## src/rtl/rtb_pkg.sv

```systemverilog
// Shared types and codes for the reloadable timer bank.
// Holds the command and result beat structs, command codes and unit operations.
// No dependencies.
package rtb_pkg;

	localparam int DEF_TIMERS      = 8;
	localparam int DEF_COUNT_WIDTH = 16;
	localparam int ANSWER_W        = 16;

	typedef enum logic [3:0] {
		CMD_LOAD      = 4'd0,
		CMD_TICK      = 4'd1,
		CMD_TICK_ON   = 4'd2,
		CMD_TICK_OFF  = 4'd3,
		CMD_ENABLE    = 4'd4,
		CMD_DISABLE   = 4'd5,
		CMD_RESET     = 4'd6,
		CMD_RESET_EN  = 4'd7,
		CMD_SET       = 4'd8,
		CMD_RESET_ALL = 4'd9,
		CMD_FINALIZE  = 4'd10,
		CMD_INIT      = 4'd11
	} cmd_code_t;

	typedef enum logic [1:0] {
		KIND_FIRED  = 2'd0,
		KIND_DONE   = 2'd1,
		KIND_ANSWER = 2'd2
	} kind_t;

	// Operations of the shared per-timer update unit.
	typedef enum logic [2:0] {
		OP_TICK,
		OP_LOAD,
		OP_ENABLE,
		OP_DISABLE,
		OP_RESET,
		OP_RESET_EN,
		OP_SET,
		OP_FINAL
	} op_t;

	typedef struct packed {
		logic enabled;
		logic reload_in_use;
		logic is_variable;
		logic starts_on;
	} flags_t;

	typedef struct packed {
		logic [3:0]  command;
		logic [2:0]  timer_index;
		logic [15:0] value;
		logic [15:0] max_value;
		logic        variable_flag;
		logic        default_on_flag;
	} cmd_t;

	typedef struct packed {
		logic [1:0]          kind;
		logic [2:0]          fired_index;
		logic [ANSWER_W-1:0] answer;
		logic                last;
	} res_t;

endpackage

```

## src/rtl/rtb_store.sv

```systemverilog
// Per-timer state table: counters, reload values, descriptors and flags.
// One read port and one write port at the same address; cleared by reset.
// Depends on rtb_pkg.
module rtb_store #(
	parameter int TIMERS      = rtb_pkg::DEF_TIMERS,
	parameter int COUNT_WIDTH = rtb_pkg::DEF_COUNT_WIDTH,
	parameter int IW          = (TIMERS > 1) ? $clog2(TIMERS) : 1
) (
	input  logic                   clk,
	input  logic                   arst_n,
	input  logic [IW-1:0]          addr,
	input  logic                   wr_en,
	input  rtb_pkg::flags_t        wr_flags,
	input  logic [COUNT_WIDTH-1:0] wr_count,
	input  logic [COUNT_WIDTH-1:0] wr_reload,
	input  logic [COUNT_WIDTH-1:0] wr_deflt,
	input  logic [COUNT_WIDTH-1:0] wr_maxim,
	output rtb_pkg::flags_t        rd_flags,
	output logic [COUNT_WIDTH-1:0] rd_count,
	output logic [COUNT_WIDTH-1:0] rd_reload,
	output logic [COUNT_WIDTH-1:0] rd_deflt,
	output logic [COUNT_WIDTH-1:0] rd_maxim
);
	import rtb_pkg::*;

	flags_t                 flags_q  [TIMERS];
	logic [COUNT_WIDTH-1:0] count_q  [TIMERS];
	logic [COUNT_WIDTH-1:0] reload_q [TIMERS];
	logic [COUNT_WIDTH-1:0] deflt_q  [TIMERS];
	logic [COUNT_WIDTH-1:0] maxim_q  [TIMERS];

	always_ff @(posedge clk or negedge arst_n) begin
		if (!arst_n) begin
			for (int i = 0; i < TIMERS; i++) begin
				flags_q[i]  <= '0;
				count_q[i]  <= '0;
				reload_q[i] <= '0;
				deflt_q[i]  <= '0;
				maxim_q[i]  <= '0;
			end
		end else if (wr_en) begin
			flags_q[addr]  <= wr_flags;
			count_q[addr]  <= wr_count;
			reload_q[addr] <= wr_reload;
			deflt_q[addr]  <= wr_deflt;
			maxim_q[addr]  <= wr_maxim;
		end
	end

	assign rd_flags  = flags_q[addr];
	assign rd_count  = count_q[addr];
	assign rd_reload = reload_q[addr];
	assign rd_deflt  = deflt_q[addr];
	assign rd_maxim  = maxim_q[addr];

endmodule

```

## src/rtl/rtb_unit.sv

```systemverilog
// Shared per-timer update unit: decrement, zero test, clamp and reload.
// Computes the next state of the one timer the sequencer currently addresses.
// Depends on rtb_pkg.
module rtb_unit #(
	parameter int COUNT_WIDTH = rtb_pkg::DEF_COUNT_WIDTH
) (
	input  rtb_pkg::op_t           op,
	input  rtb_pkg::flags_t        flags,
	input  logic [COUNT_WIDTH-1:0] count,
	input  logic [COUNT_WIDTH-1:0] reload,
	input  logic [COUNT_WIDTH-1:0] deflt,
	input  logic [COUNT_WIDTH-1:0] maxim,
	input  logic [COUNT_WIDTH-1:0] val,
	input  logic [COUNT_WIDTH-1:0] maxv,
	input  logic                   vflag,
	input  logic                   onflag,
	output rtb_pkg::flags_t        flags_n,
	output logic [COUNT_WIDTH-1:0] count_n,
	output logic [COUNT_WIDTH-1:0] reload_n,
	output logic [COUNT_WIDTH-1:0] deflt_n,
	output logic [COUNT_WIDTH-1:0] maxim_n,
	output logic                   fire
);
	import rtb_pkg::*;

	logic [COUNT_WIDTH-1:0] clamp_in;
	logic [COUNT_WIDTH-1:0] clamp_lo;
	logic [COUNT_WIDTH-1:0] clamped;
	logic [COUNT_WIDTH-1:0] dec;

	// One clamp serves tick, disable and set; the maximum wins over the default.
	assign clamp_in = (op == OP_SET) ? val : reload;
	assign clamp_lo = (clamp_in < deflt) ? deflt : clamp_in;
	assign clamped  = (clamp_lo > maxim) ? maxim : clamp_lo;
	assign dec      = (count != '0) ? count - 1'b1 : count;

	always_comb begin
		flags_n  = flags;
		count_n  = count;
		reload_n = reload;
		deflt_n  = deflt;
		maxim_n  = maxim;
		fire     = 1'b0;
		case (op)
			OP_TICK: begin
				if (flags.enabled) begin
					count_n = dec;
					if (dec == '0) begin
						fire = 1'b1;
						if (flags.is_variable && flags.reload_in_use) begin
							reload_n = clamped;
							count_n  = clamped;
						end else begin
							count_n = deflt;
						end
					end
				end
			end
			OP_LOAD: begin
				deflt_n             = val;
				maxim_n             = maxv;
				flags_n.is_variable = vflag;
				flags_n.starts_on   = onflag;
			end
			OP_ENABLE: begin
				flags_n.enabled = 1'b1;
			end
			OP_DISABLE: begin
				flags_n.enabled = 1'b0;
				if (flags.reload_in_use) begin
					reload_n = clamped;
					count_n  = clamped;
				end else begin
					count_n = deflt;
				end
			end
			OP_RESET, OP_RESET_EN: begin
				count_n               = deflt;
				reload_n              = deflt;
				flags_n.enabled       = (op == OP_RESET_EN) ? 1'b1 : flags.starts_on;
				flags_n.reload_in_use = flags.is_variable;
			end
			OP_SET: begin
				if (flags.is_variable) begin
					reload_n = clamped;
					count_n  = clamped;
				end
			end
			OP_FINAL: begin
				flags_n.enabled = 1'b0;
			end
			default: begin
			end
		endcase
	end

endmodule

```

## src/rtl/reloadable_timer_bank_top.sv

```systemverilog
// Top level of the reloadable timer bank: command sequencer and result register.
// Instantiates rtb_store and rtb_unit; depends on rtb_pkg.
//
//   Channel   Ports                      Handshake
//   command   start, busy, cmd           beat taken when start is high and busy is low
//   result    valid, result              one-cycle strobe, no back-pressure
//
// A tick while ticks are allowed, reset all, finalize and init walk the bank one
// timer per cycle through the shared update unit, then give the done beat.
// Single-timer commands pass through the unit once, others go straight to the
// done beat. Fired beats come during the walk, then the done beat; busy falls with it.
// Reset clears all timer state and tick handling at once. Results cannot stall.
module reloadable_timer_bank_top #(
	parameter int TIMERS      = rtb_pkg::DEF_TIMERS,
	parameter int COUNT_WIDTH = rtb_pkg::DEF_COUNT_WIDTH
) (
	input  logic          clk,
	input  logic          arst_n,
	input  logic          start,
	output logic          busy,
	input  rtb_pkg::cmd_t cmd,
	output logic          valid,
	output rtb_pkg::res_t result
);
	import rtb_pkg::*;

	localparam int IW = (TIMERS > 1) ? $clog2(TIMERS) : 1;
	localparam logic [IW-1:0] LAST = IW'(TIMERS - 1);

	typedef enum logic [1:0] {
		S_IDLE,
		S_WALK,
		S_DONE
	} state_t;

	state_t        state_q;
	cmd_t          cmd_q;
	op_t           op_q;
	logic          all_q;
	logic [IW-1:0] ptr_q;
	logic          tick_allowed_q;
	logic          valid_q;
	res_t          result_q;
	logic [ANSWER_W-1:0] answer_q;

	flags_t                 rd_flags, wr_flags;
	logic [COUNT_WIDTH-1:0] rd_count, rd_reload, rd_deflt, rd_maxim;
	logic [COUNT_WIDTH-1:0] wr_count, wr_reload, wr_deflt, wr_maxim;
	logic                   fire;
	logic                   wr_en;

	logic accept;
	logic idx_ok;
	op_t  op_d;
	logic single_d;
	logic walk_all_d;

	assign accept = start && (state_q == S_IDLE);
	assign idx_ok = 32'(cmd.timer_index) < TIMERS;

	always_comb begin
		op_d       = OP_TICK;
		single_d   = 1'b0;
		walk_all_d = 1'b0;
		case (cmd.command)
			CMD_LOAD:      begin op_d = OP_LOAD;     single_d = 1'b1; end
			CMD_TICK:      begin op_d = OP_TICK;     walk_all_d = tick_allowed_q; end
			CMD_ENABLE:    begin op_d = OP_ENABLE;   single_d = 1'b1; end
			CMD_DISABLE:   begin op_d = OP_DISABLE;  single_d = 1'b1; end
			CMD_RESET:     begin op_d = OP_RESET;    single_d = 1'b1; end
			CMD_RESET_EN:  begin op_d = OP_RESET_EN; single_d = 1'b1; end
			CMD_SET:       begin op_d = OP_SET;      single_d = 1'b1; end
			CMD_RESET_ALL: begin op_d = OP_RESET;    walk_all_d = 1'b1; end
			CMD_FINALIZE:  begin op_d = OP_FINAL;    walk_all_d = 1'b1; end
			CMD_INIT:      begin op_d = OP_RESET;    walk_all_d = 1'b1; end
			default: begin
			end
		endcase
	end

	assign wr_en = (state_q == S_WALK);

	rtb_store #(
		.TIMERS      (TIMERS),
		.COUNT_WIDTH (COUNT_WIDTH),
		.IW          (IW)
	) u_store (
		.clk       (clk),
		.arst_n    (arst_n),
		.addr      (ptr_q),
		.wr_en     (wr_en),
		.wr_flags  (wr_flags),
		.wr_count  (wr_count),
		.wr_reload (wr_reload),
		.wr_deflt  (wr_deflt),
		.wr_maxim  (wr_maxim),
		.rd_flags  (rd_flags),
		.rd_count  (rd_count),
		.rd_reload (rd_reload),
		.rd_deflt  (rd_deflt),
		.rd_maxim  (rd_maxim)
	);

	rtb_unit #(
		.COUNT_WIDTH (COUNT_WIDTH)
	) u_unit (
		.op       (op_q),
		.flags    (rd_flags),
		.count    (rd_count),
		.reload   (rd_reload),
		.deflt    (rd_deflt),
		.maxim    (rd_maxim),
		.val      (COUNT_WIDTH'(cmd_q.value)),
		.maxv     (COUNT_WIDTH'(cmd_q.max_value)),
		.vflag    (cmd_q.variable_flag),
		.onflag   (cmd_q.default_on_flag),
		.flags_n  (wr_flags),
		.count_n  (wr_count),
		.reload_n (wr_reload),
		.deflt_n  (wr_deflt),
		.maxim_n  (wr_maxim),
		.fire     (fire)
	);

	always_ff @(posedge clk or negedge arst_n) begin
		if (!arst_n) begin
			state_q        <= S_IDLE;
			tick_allowed_q <= 1'b0;
			valid_q        <= 1'b0;
			all_q          <= 1'b0;
			ptr_q          <= '0;
			op_q           <= OP_TICK;
			cmd_q          <= '0;
			answer_q       <= '0;
			result_q       <= '0;
		end else begin
			valid_q <= 1'b0;
			case (state_q)
				S_IDLE: begin
					if (accept) begin
						cmd_q    <= cmd;
						op_q     <= op_d;
						all_q    <= walk_all_d;
						answer_q <= '0;
						ptr_q    <= walk_all_d ? '0 : IW'(cmd.timer_index);
						if (cmd.command == CMD_TICK_ON) begin
							tick_allowed_q <= 1'b1;
						end
						if (cmd.command == CMD_TICK_OFF || cmd.command == CMD_INIT) begin
							tick_allowed_q <= 1'b0;
						end
						if (walk_all_d || (single_d && idx_ok)) begin
							state_q <= S_WALK;
						end else begin
							state_q <= S_DONE;
						end
					end
				end
				S_WALK: begin
					if (op_q == OP_TICK && fire) begin
						valid_q              <= 1'b1;
						result_q.kind        <= KIND_FIRED;
						result_q.fired_index <= 3'(ptr_q);
						result_q.answer      <= '0;
						result_q.last        <= 1'b0;
					end
					if (op_q == OP_SET && rd_flags.is_variable) begin
						answer_q <= ANSWER_W'(wr_reload);
					end
					if (!all_q || ptr_q == LAST) begin
						state_q <= S_DONE;
					end else begin
						ptr_q <= ptr_q + 1'b1;
					end
				end
				S_DONE: begin
					valid_q              <= 1'b1;
					result_q.kind        <= (cmd_q.command == CMD_SET) ? KIND_ANSWER : KIND_DONE;
					result_q.fired_index <= (cmd_q.command == CMD_TICK) ? 3'd0 : cmd_q.timer_index;
					result_q.answer      <= answer_q;
					result_q.last        <= 1'b1;
					state_q              <= S_IDLE;
				end
				default: begin
					state_q <= S_IDLE;
				end
			endcase
		end
	end

	assign busy   = (state_q != S_IDLE);
	assign valid  = valid_q;
	assign result = result_q;

endmodule

```

## config.mk

```make
export PLATFORM = sky130hd
export DESIGN_NAME = reloadable_timer_bank_top
export DESIGN_NICKNAME = d
export VERILOG_FILES = /design/src/rtl/rtb_pkg.sv /design/src/rtl/rtb_store.sv /design/src/rtl/rtb_unit.sv /design/src/rtl/reloadable_timer_bank_top.sv
export SDC_FILE = /design/constraint.sdc
export NUM_CORES = 2
export LEC_CHECK = 0
export BUFFER_PORTS_ARGS = -buffer_cell sky130_fd_sc_hd__buf_2
export CAP_MARGIN = 5
export CORE_MARGIN = 4
export CORE_UTILIZATION = 29
export DETAILED_ROUTE_END_ITERATION = 16
export PLACE_DENSITY = 0.51
export SETUP_SLACK_MARGIN = 0.3
export SYNTH_ARGS = -nofsm -noshare
export SYNTH_HDL_FRONTEND = slang
export SYNTH_SLANG_ARGS = --single-unit
```

## constraint.sdc

```tcl
create_clock -name clk -period 8.68 [get_ports clk]
set_clock_uncertainty 0.2 [all_clocks]
set_input_delay 1.302 -clock clk [delete_from_list [all_inputs] [get_ports clk]]
set_output_delay 1.302 -clock clk [all_outputs]
set_load 0.05 [all_outputs]
```

## Word-level counts from Yosys, hierarchy flattened

Index checks and enable logic that the tools add are counted.

| word-level totals | value |
|---|---|
| register bits after elaboration | 634 |
| latch bits | 0 |
| bits in writable memories | 0 |
| bits in read-only memories | 0 |
| input bits | 44 |
| logic and storage cells | 216 |
| memories | 0 |

| cells by class | value |
|---|---|
| add/sub/neg operators | 2 |
| multipliers | 0 |
| div/mod/pow operators | 0 |
| magnitude comparators | 4 |
| equality and inequality tests | 28 |
| shift operators | 0 |
| mux-type cells | 71 |
| bitwise logic cells | 1 |
| reduce and logical (&&, ||, !) cells | 29 |

Operator list:

| kind | count |
|---|---|
| bitwise mux 128 bit | 4 |
| 2-to-1 mux 16 bit | 27 |
| binary-select mux 16 bit (select 3 bit) | 4 |
| one-hot mux 16 bit (4 select lines) | 2 |
| demux 16 bit (select 3 bit) | 1 |
| one-hot mux 22 bit (2 select lines) | 1 |
| bitwise mux 32 bit | 1 |
| one-hot mux 16 bit (2 select lines) | 1 |
| 2-to-1 mux 22 bit | 1 |
| one-hot mux 3 bit (7 select lines) | 1 |
| == test 4 bit (second input constant) | 5 |
| == test 4 x 3 -> 1 bit (second input constant) | 4 |
| > comparator 16 bit | 1 |
| logical NOT 16 bit | 1 |
| less-than comparator 16 bit | 1 |
| nonzero test 16 bit | 1 |
| subtractor 16 x 1 -> 16 bit (second input constant) | 1 |
| == test 3 bit (second input constant) | 5 |
| binary-select mux 4 bit (select 3 bit) | 1 |
| demux 4 bit (select 3 bit) | 1 |
| 2-to-1 mux 3 bit | 4 |
| 2-to-1 mux 4 bit | 3 |
| 2-to-1 mux 2 bit | 5 |
| inequality test 2 bit (second input constant) | 5 |
| 27 further kinds | 54 |

## Depth between registers and ports, before layout

| depth | value |
|---|---|
| word-level depth | 15 |
| depth in mapped cells | 31 |

## By module

Synthesis repeated with hierarchy kept, for this count alone.

| second synthesis, totals | value |
|---|---|
| cell total of the unflattened synthesis | 2733 |
| area total of the unflattened synthesis | 32718.9 sq um |

Modules (own cells, without submodules):

| module | instances | cells each | area each (sq um) |
|---|---|---|---|
| rtb_store | 1 | 1709 | 24594.8 |
| rtb_unit | 1 | 759 | 4493.1 |
| reloadable_timer_bank_top | 1 | 265 | 3631.0 |

## Worst setup path before layout

Ideal clock, no wire load.

| timing | value |
|---|---|
| kind | flip-flop to flip-flop |
| start | register ptr_q[0] |
| end | register u_store.count_q[113] (netlist name) |
| arrival time | 7345 ps |
| required time | 8344 ps |
| slack | 999 ps |
| stages on the path, launching flop included | 28 |
| buffers on the path | 9 |
| period minus slack after synthesis | 7681 ps |
| cell sequence | dfrtp_1 -> buf_6 -> buf_6 -> buf_2 -> buf_4 -> buf_2 -> buf_2 -> mux4_2 -> mux2i_1 -> ha_1 -> a211oi_1 -> o211a_1 -> o22a_1 -> clkbuf_1 -> mux2_2 -> a311o_1 -> ha_1 -> nand4_1 -> nor3_1 -> and3_1 -> clkbuf_1 -> a21o_1 -> clkbuf_1 -> mux2i_1 -> o22ai_1 -> or3_1 -> o2bb2ai_1 -> o21ai_0 |

| between the ends | value |
|---|---|
| cells in the longest elaborated chain, start to end | 14 |
| elaborated cells on any way between the ends | 38 |
| classes of those cells | add/sub (1); order compare (4); mux (28); bitwise (1); reduce/logical (4) |

RTL lines:

| what | RTL line | RTL |
|---|---|---|
| from (decl) | reloadable_timer_bank_top.sv:40 | `logic [IW-1:0] ptr_q;` |
| from (signal assigned) | reloadable_timer_bank_top.sv:145 | `ptr_q <= walk_all_d ? '0 : IW'(cmd.timer_index);` |
| from (signal assigned) | reloadable_timer_bank_top.sv:173 | `ptr_q <= ptr_q + 1'b1;` |
| NOT 3 -> 4 bit (not written as such) (*) | n/a |  |
| binary-select mux 16 bit (select 3 bit) | rtb_store.sv:52 | `assign rd_reload = reload_q[addr];` |
| 2-to-1 mux 16 bit (not written as such) (2 in a row) | rtb_store.sv:52 |  |
| 2-to-1 mux 16 bit | rtb_unit.sv:32 | `assign clamp_in = (op == OP_SET) ? val : reload;` |
| less-than comparator 16 bit | rtb_unit.sv:33 | `assign clamp_lo = (clamp_in < deflt) ? deflt : clamp_in;` |
| 2-to-1 mux 16 bit | rtb_unit.sv:33 |  |
| > comparator 16 bit | rtb_unit.sv:34 | `assign clamped = (clamp_lo > maxim) ? maxim : clamp_lo;` |
| 2-to-1 mux 16 bit | rtb_unit.sv:34 |  |
| 2-to-1 mux 16 bit | rtb_unit.sv:50 | `if (flags.is_variable && flags.reload_in_use) begin` |
| 2-to-1 mux 16 bit | rtb_unit.sv:48 | `if (dec == '0) begin` |
| 2-to-1 mux 16 bit | rtb_unit.sv:46 | `if (flags.enabled) begin` |
| one-hot mux 16 bit (4 select lines) | rtb_unit.sv:44 | `case (op)` |
| bitwise mux 128 bit (*) | rtb_store.sv:43 | `count_q[addr] <= wr_count;` |
| to (signal, indexed assignment) | rtb_store.sv:43 |  |
| to (decl) | rtb_store.sv:27 | `logic [COUNT_WIDTH-1:0] count_q [TIMERS];` |

Mark *: on every way between the ends. The rest lies on a longest branch, timed or not. The select of a mux whose other input is x is not followed.
A chain may end at the register's enable or synchronous reset.

## Worst setup path after layout

| timing | value |
|---|---|
| start | register ptr_q[2] |
| end | register u_store.reload_q[56] (netlist name) |

| between the ends | value |
|---|---|
| cells in the longest elaborated chain, start to end | 14 |
| elaborated cells on any way between the ends | 38 |
| classes of those cells | add/sub (1); order compare (4); mux (28); bitwise (1); reduce/logical (4) |

RTL lines:

| what | RTL line | RTL |
|---|---|---|
| NOT 3 -> 4 bit (not written as such) (*) | n/a |  |
| binary-select mux 16 bit (select 3 bit) | rtb_store.sv:52 |  |
| 2-to-1 mux 16 bit (not written as such) (2 in a row) | rtb_store.sv:52 |  |
| 2-to-1 mux 16 bit | rtb_unit.sv:32 |  |
| less-than comparator 16 bit | rtb_unit.sv:33 |  |
| 2-to-1 mux 16 bit | rtb_unit.sv:33 |  |
| > comparator 16 bit | rtb_unit.sv:34 |  |
| 2-to-1 mux 16 bit | rtb_unit.sv:34 |  |
| 2-to-1 mux 16 bit | rtb_unit.sv:50 |  |
| 2-to-1 mux 16 bit | rtb_unit.sv:48 |  |
| 2-to-1 mux 16 bit | rtb_unit.sv:46 |  |
| one-hot mux 16 bit (4 select lines) | rtb_unit.sv:44 |  |
| bitwise mux 128 bit (*) | rtb_store.sv:44 | `reload_q[addr] <= wr_reload;` |
| to (signal, indexed assignment) | rtb_store.sv:44 |  |
| to (decl) | rtb_store.sv:28 | `logic [COUNT_WIDTH-1:0] reload_q [TIMERS];` |

Marks and branches as above.

==> impl_metrics.env <==
export IMPL_critPathMaxStageDelay_ns=0.66
export IMPL_fin_tns_setup_ns=0
export IMPL_synth_edff_count=0
export IMPL_path_cells="inv_4, mux2_2, nor2_1, nor2_1, ha_1, o21a_1, o211ai_1, o22a_1, mux2_2, a311o_1, ha_1, nand4_1, nor3_1, and3_1, a21o_1, mux2i_1, o21ai_0, o21a_1, o22ai_4, o21ai_1"
export IMPL_postRouteAntennaNets=0
export IMPL_hold_viol=0
export IMPL_grtUsageTotal_pct=17.2
export IMPL_finish_net_count=3193
export IMPL_most_instantiated_flip_flop_cell_in_the_synthesis_netlist="dfrtp_1"
export IMPL_gr_total_overflow=0
export IMPL_critPathRequiredTime_ns=8.93
export IMPL_setup_violations_final=0
export IMPL_final_common_cell="nand2_1"
export IMPL_min_period_ns=8.03
export IMPL_postSynthNetCount=3192
export IMPL_synth_seq_area_share_pct=50.5
export IMPL_placeableCoreArea_um2=107000
export IMPL_post_synth_main_area_contributors="dfrtp_1 (51%), o21ai_0 (9.5%), mux4_2 (8.6%)"
export IMPL_layout_drive_gt1_share_pct=16.3
export IMPL_buffer_ports_inserted=67
export IMPL_cts_path_max_buffers=3
export IMPL_die_area_um2=114000
export IMPL_top_cell_type_by_total_area_after_synthesis="dfrtp_1"
export IMPL_hold_worst_slack_ns=0.272
export IMPL_placementRows=120
export IMPL_initialDrtViolationCount=1810
export IMPL_worst_ep_arrival_time_ns=8.28
export IMPL_hold_path_class="reg -> reg"
export IMPL_bufs_and_invs_on_worst_path=1
export IMPL_postSynth_asyncResetShare_pct=100
export IMPL_crit_type="reg -> reg"
export IMPL_flow_area_growth_from_synthesis_pct=13.8
export IMPL_setup_worst_path_start_class="flip-flop"
export IMPL_drt_pass1_iterations=5
export IMPL_pin_count=68
export IMPL_worst_setup_hold_path_clk_slew_ns=0.06
export IMPL_ctsHtreeMaxLevel=3
export IMPL_num_vias=23700
export IMPL_num_antenna_cells=0
export IMPL_worst_slew_pin_transition_ns=1.14
export IMPL_syn_area_per_cell_um2=10.1
export IMPL_drt_wl_total_um=97100
export IMPL_die_width_um=337
export IMPL_synth_largest_type_area_fraction_pct=50.5
export IMPL_grt_setup_unrepaired="no"
export IMPL_layout_common_cells="nand2_1 (684), dfrtp_1 (632), o21ai_0 (598)"
export IMPL_grt_start_max_net_pins=167
export IMPL_synth_cell_area_um2=31400
export IMPL_worst_skew_pair_latency_ns=0.62
export IMPL_place_detailed_hpwl_um=63400
export IMPL_number_of_antenna_violations_at_the_first_check_in_global_routing=0
export IMPL_tritoncts="done"
export IMPL_first_global_vias=23900
export IMPL_crit_path_max_fanout=31
export IMPL_critPathCaptureType="flip-flop"
export IMPL_die_height_um=337
export IMPL_floorplan_initialDensity_pct=29.3
export IMPL_clk_root_buffer_cell="clkbuf_16"
export IMPL_clkSinkCount=634
export IMPL_max_clock_freq_mhz=125
export IMPL_drc=0
export IMPL_synth_lib_cells_used_distinct=84
export IMPL_slowest_stage="mux2i_1"
export IMPL_wl_per_cell_um=21.3
export IMPL_share_of_the_clock_period_used_by_the_worst_path_pct=92.5
export IMPL_postSynthRegisterBits=634
export IMPL_grt_first_pass_wirelength_um=151000
export IMPL_drv_cap=0
export IMPL_routabilityCongestion=0.947
export IMPL_run_status="complete, no violations"
export IMPL_synth_warn=0
export IMPL_slew_headroom_pct=24.1
export IMPL_postSynthCellCount=3111
export IMPL_cts_inserted_buffers=72
export IMPL_worst_path_dominant_cell_family="compound AO/OA/AOI/OAI gates"
export IMPL_viasPerCell=5.18
export IMPL_final_max_slew_violation_count=0
sequential cells by signal, summed over array words and instances, names as in the netlist:
register,cells
answer_q,16
all_q,1
u_store.count_q,128
valid,1
op_q,3
tick_allowed_q,1
state_q,2
cmd_q,41
result,22
u_store.flags_q,32
u_store.deflt_q,128
ptr_q,3
u_store.maxim_q,128
u_store.reload_q,128
synthesized netlist by cell type, types with 15 or more instances:
library cell / n
a211oi_1: 21
a21o_1: 15
a21oi_1: 65
a22o_1: 24
a22oi_1: 15
a31oi_1: 17
buf_1: 21
buf_2: 26
clkbuf_1: 165
dfrtp_1: 634
ha_1: 37
inv_1: 40
mux2_2: 68
mux2i_1: 78
mux4_2: 120
nand2_1: 689
nand3_1: 25
nor2_1: 102
nor3_1: 33
o21a_1: 24
o21ai_0: 599
o21ai_1: 52
per-stage QoR:
step	setup slack, ns	instance area, µm²	utilization [%]	instances
2_1_floorplan	0.999	31400	-	3111
3_3_place_gp	0.804	33400	31.1	4440
3_5_place_dp	0.743	33400	31.1	4440
4_1_cts	0.700	35700	33.3	4566
5_1_grt	0.313	35700	33.3	4567
6_report	0.653	35700	33.3	4567
metal layers:
metal	wire length (µm)	part of all wire, %	vias up	GRT usage, %
li1	-	-	11200	-
met4	2590	2.7	0	4.68
met5	0	0	-	0
met3	4400	4.5	156	2.42
met2	44900	46	577	28.0
met1	45100	47	11800	24.0
what timing repair did:
| item | in CTS | in global routing |
|---|---|---|
| setup buffers | 0 | 1 |
| setup endpoints to repair | 0 | 46 |
| gates resized for setup | 0 | 0 |
| hold buffers | 0 | 0 |
cell families (layout without fill, tap and decap cells):
kind of cell	after synthesis	in the layout	share of synthesized area, %
AOI/OAI and AO/OA	959	959	18.0
adders and majority gates	37	37	1.47
muxes	275	275	13.9
DFF	634	634	50.5
xor gates and xnor gates	5	5	0.139
buffers and inverters	265	318	3.49
and+or+nand+nor	936	936	12.4
tightest hold or removal path, stage by stage (launching register included):
cell and delay, ns:
dfrtp_1 0.33, nand2_1 0.04, o21ai_0 0.06
area by class of cell:
cell class / count / area, µm²
well taps: 1403 / 1760
multi-input cells: 2212 / 14600
inverters: 40 / 153
clock inverters: 15 / 140
repair buffers: 152 / 1100
fillers: 10900 / 71600
flip-flops and latches: 634 / 15900
clock buffers: 111 / 2170
path summary, 6_finish.rpt:
kind	from	to	slack [ns]	depth (start not counted)
worst max-delay path	ptr_q[2]	u_store.reload_q[56]	0.65	20
worst min-delay path	u_store.count_q[94]	u_store.count_q[94]	0.27	2
worst max register to register	ptr_q[2]	u_store.reload_q[56]	0.65	20
worst min register to register	u_store.count_q[94]	u_store.count_q[94]	0.27	2
max in group asynchronous	arst_n	cmd_q[24]	6.23	2
min in group asynchronous	arst_n	u_store.count_q[23]	0.58	1
Power is not shown: default switching activity piles up to over one toggle a cycle in this logic, so the estimate is an artifact.
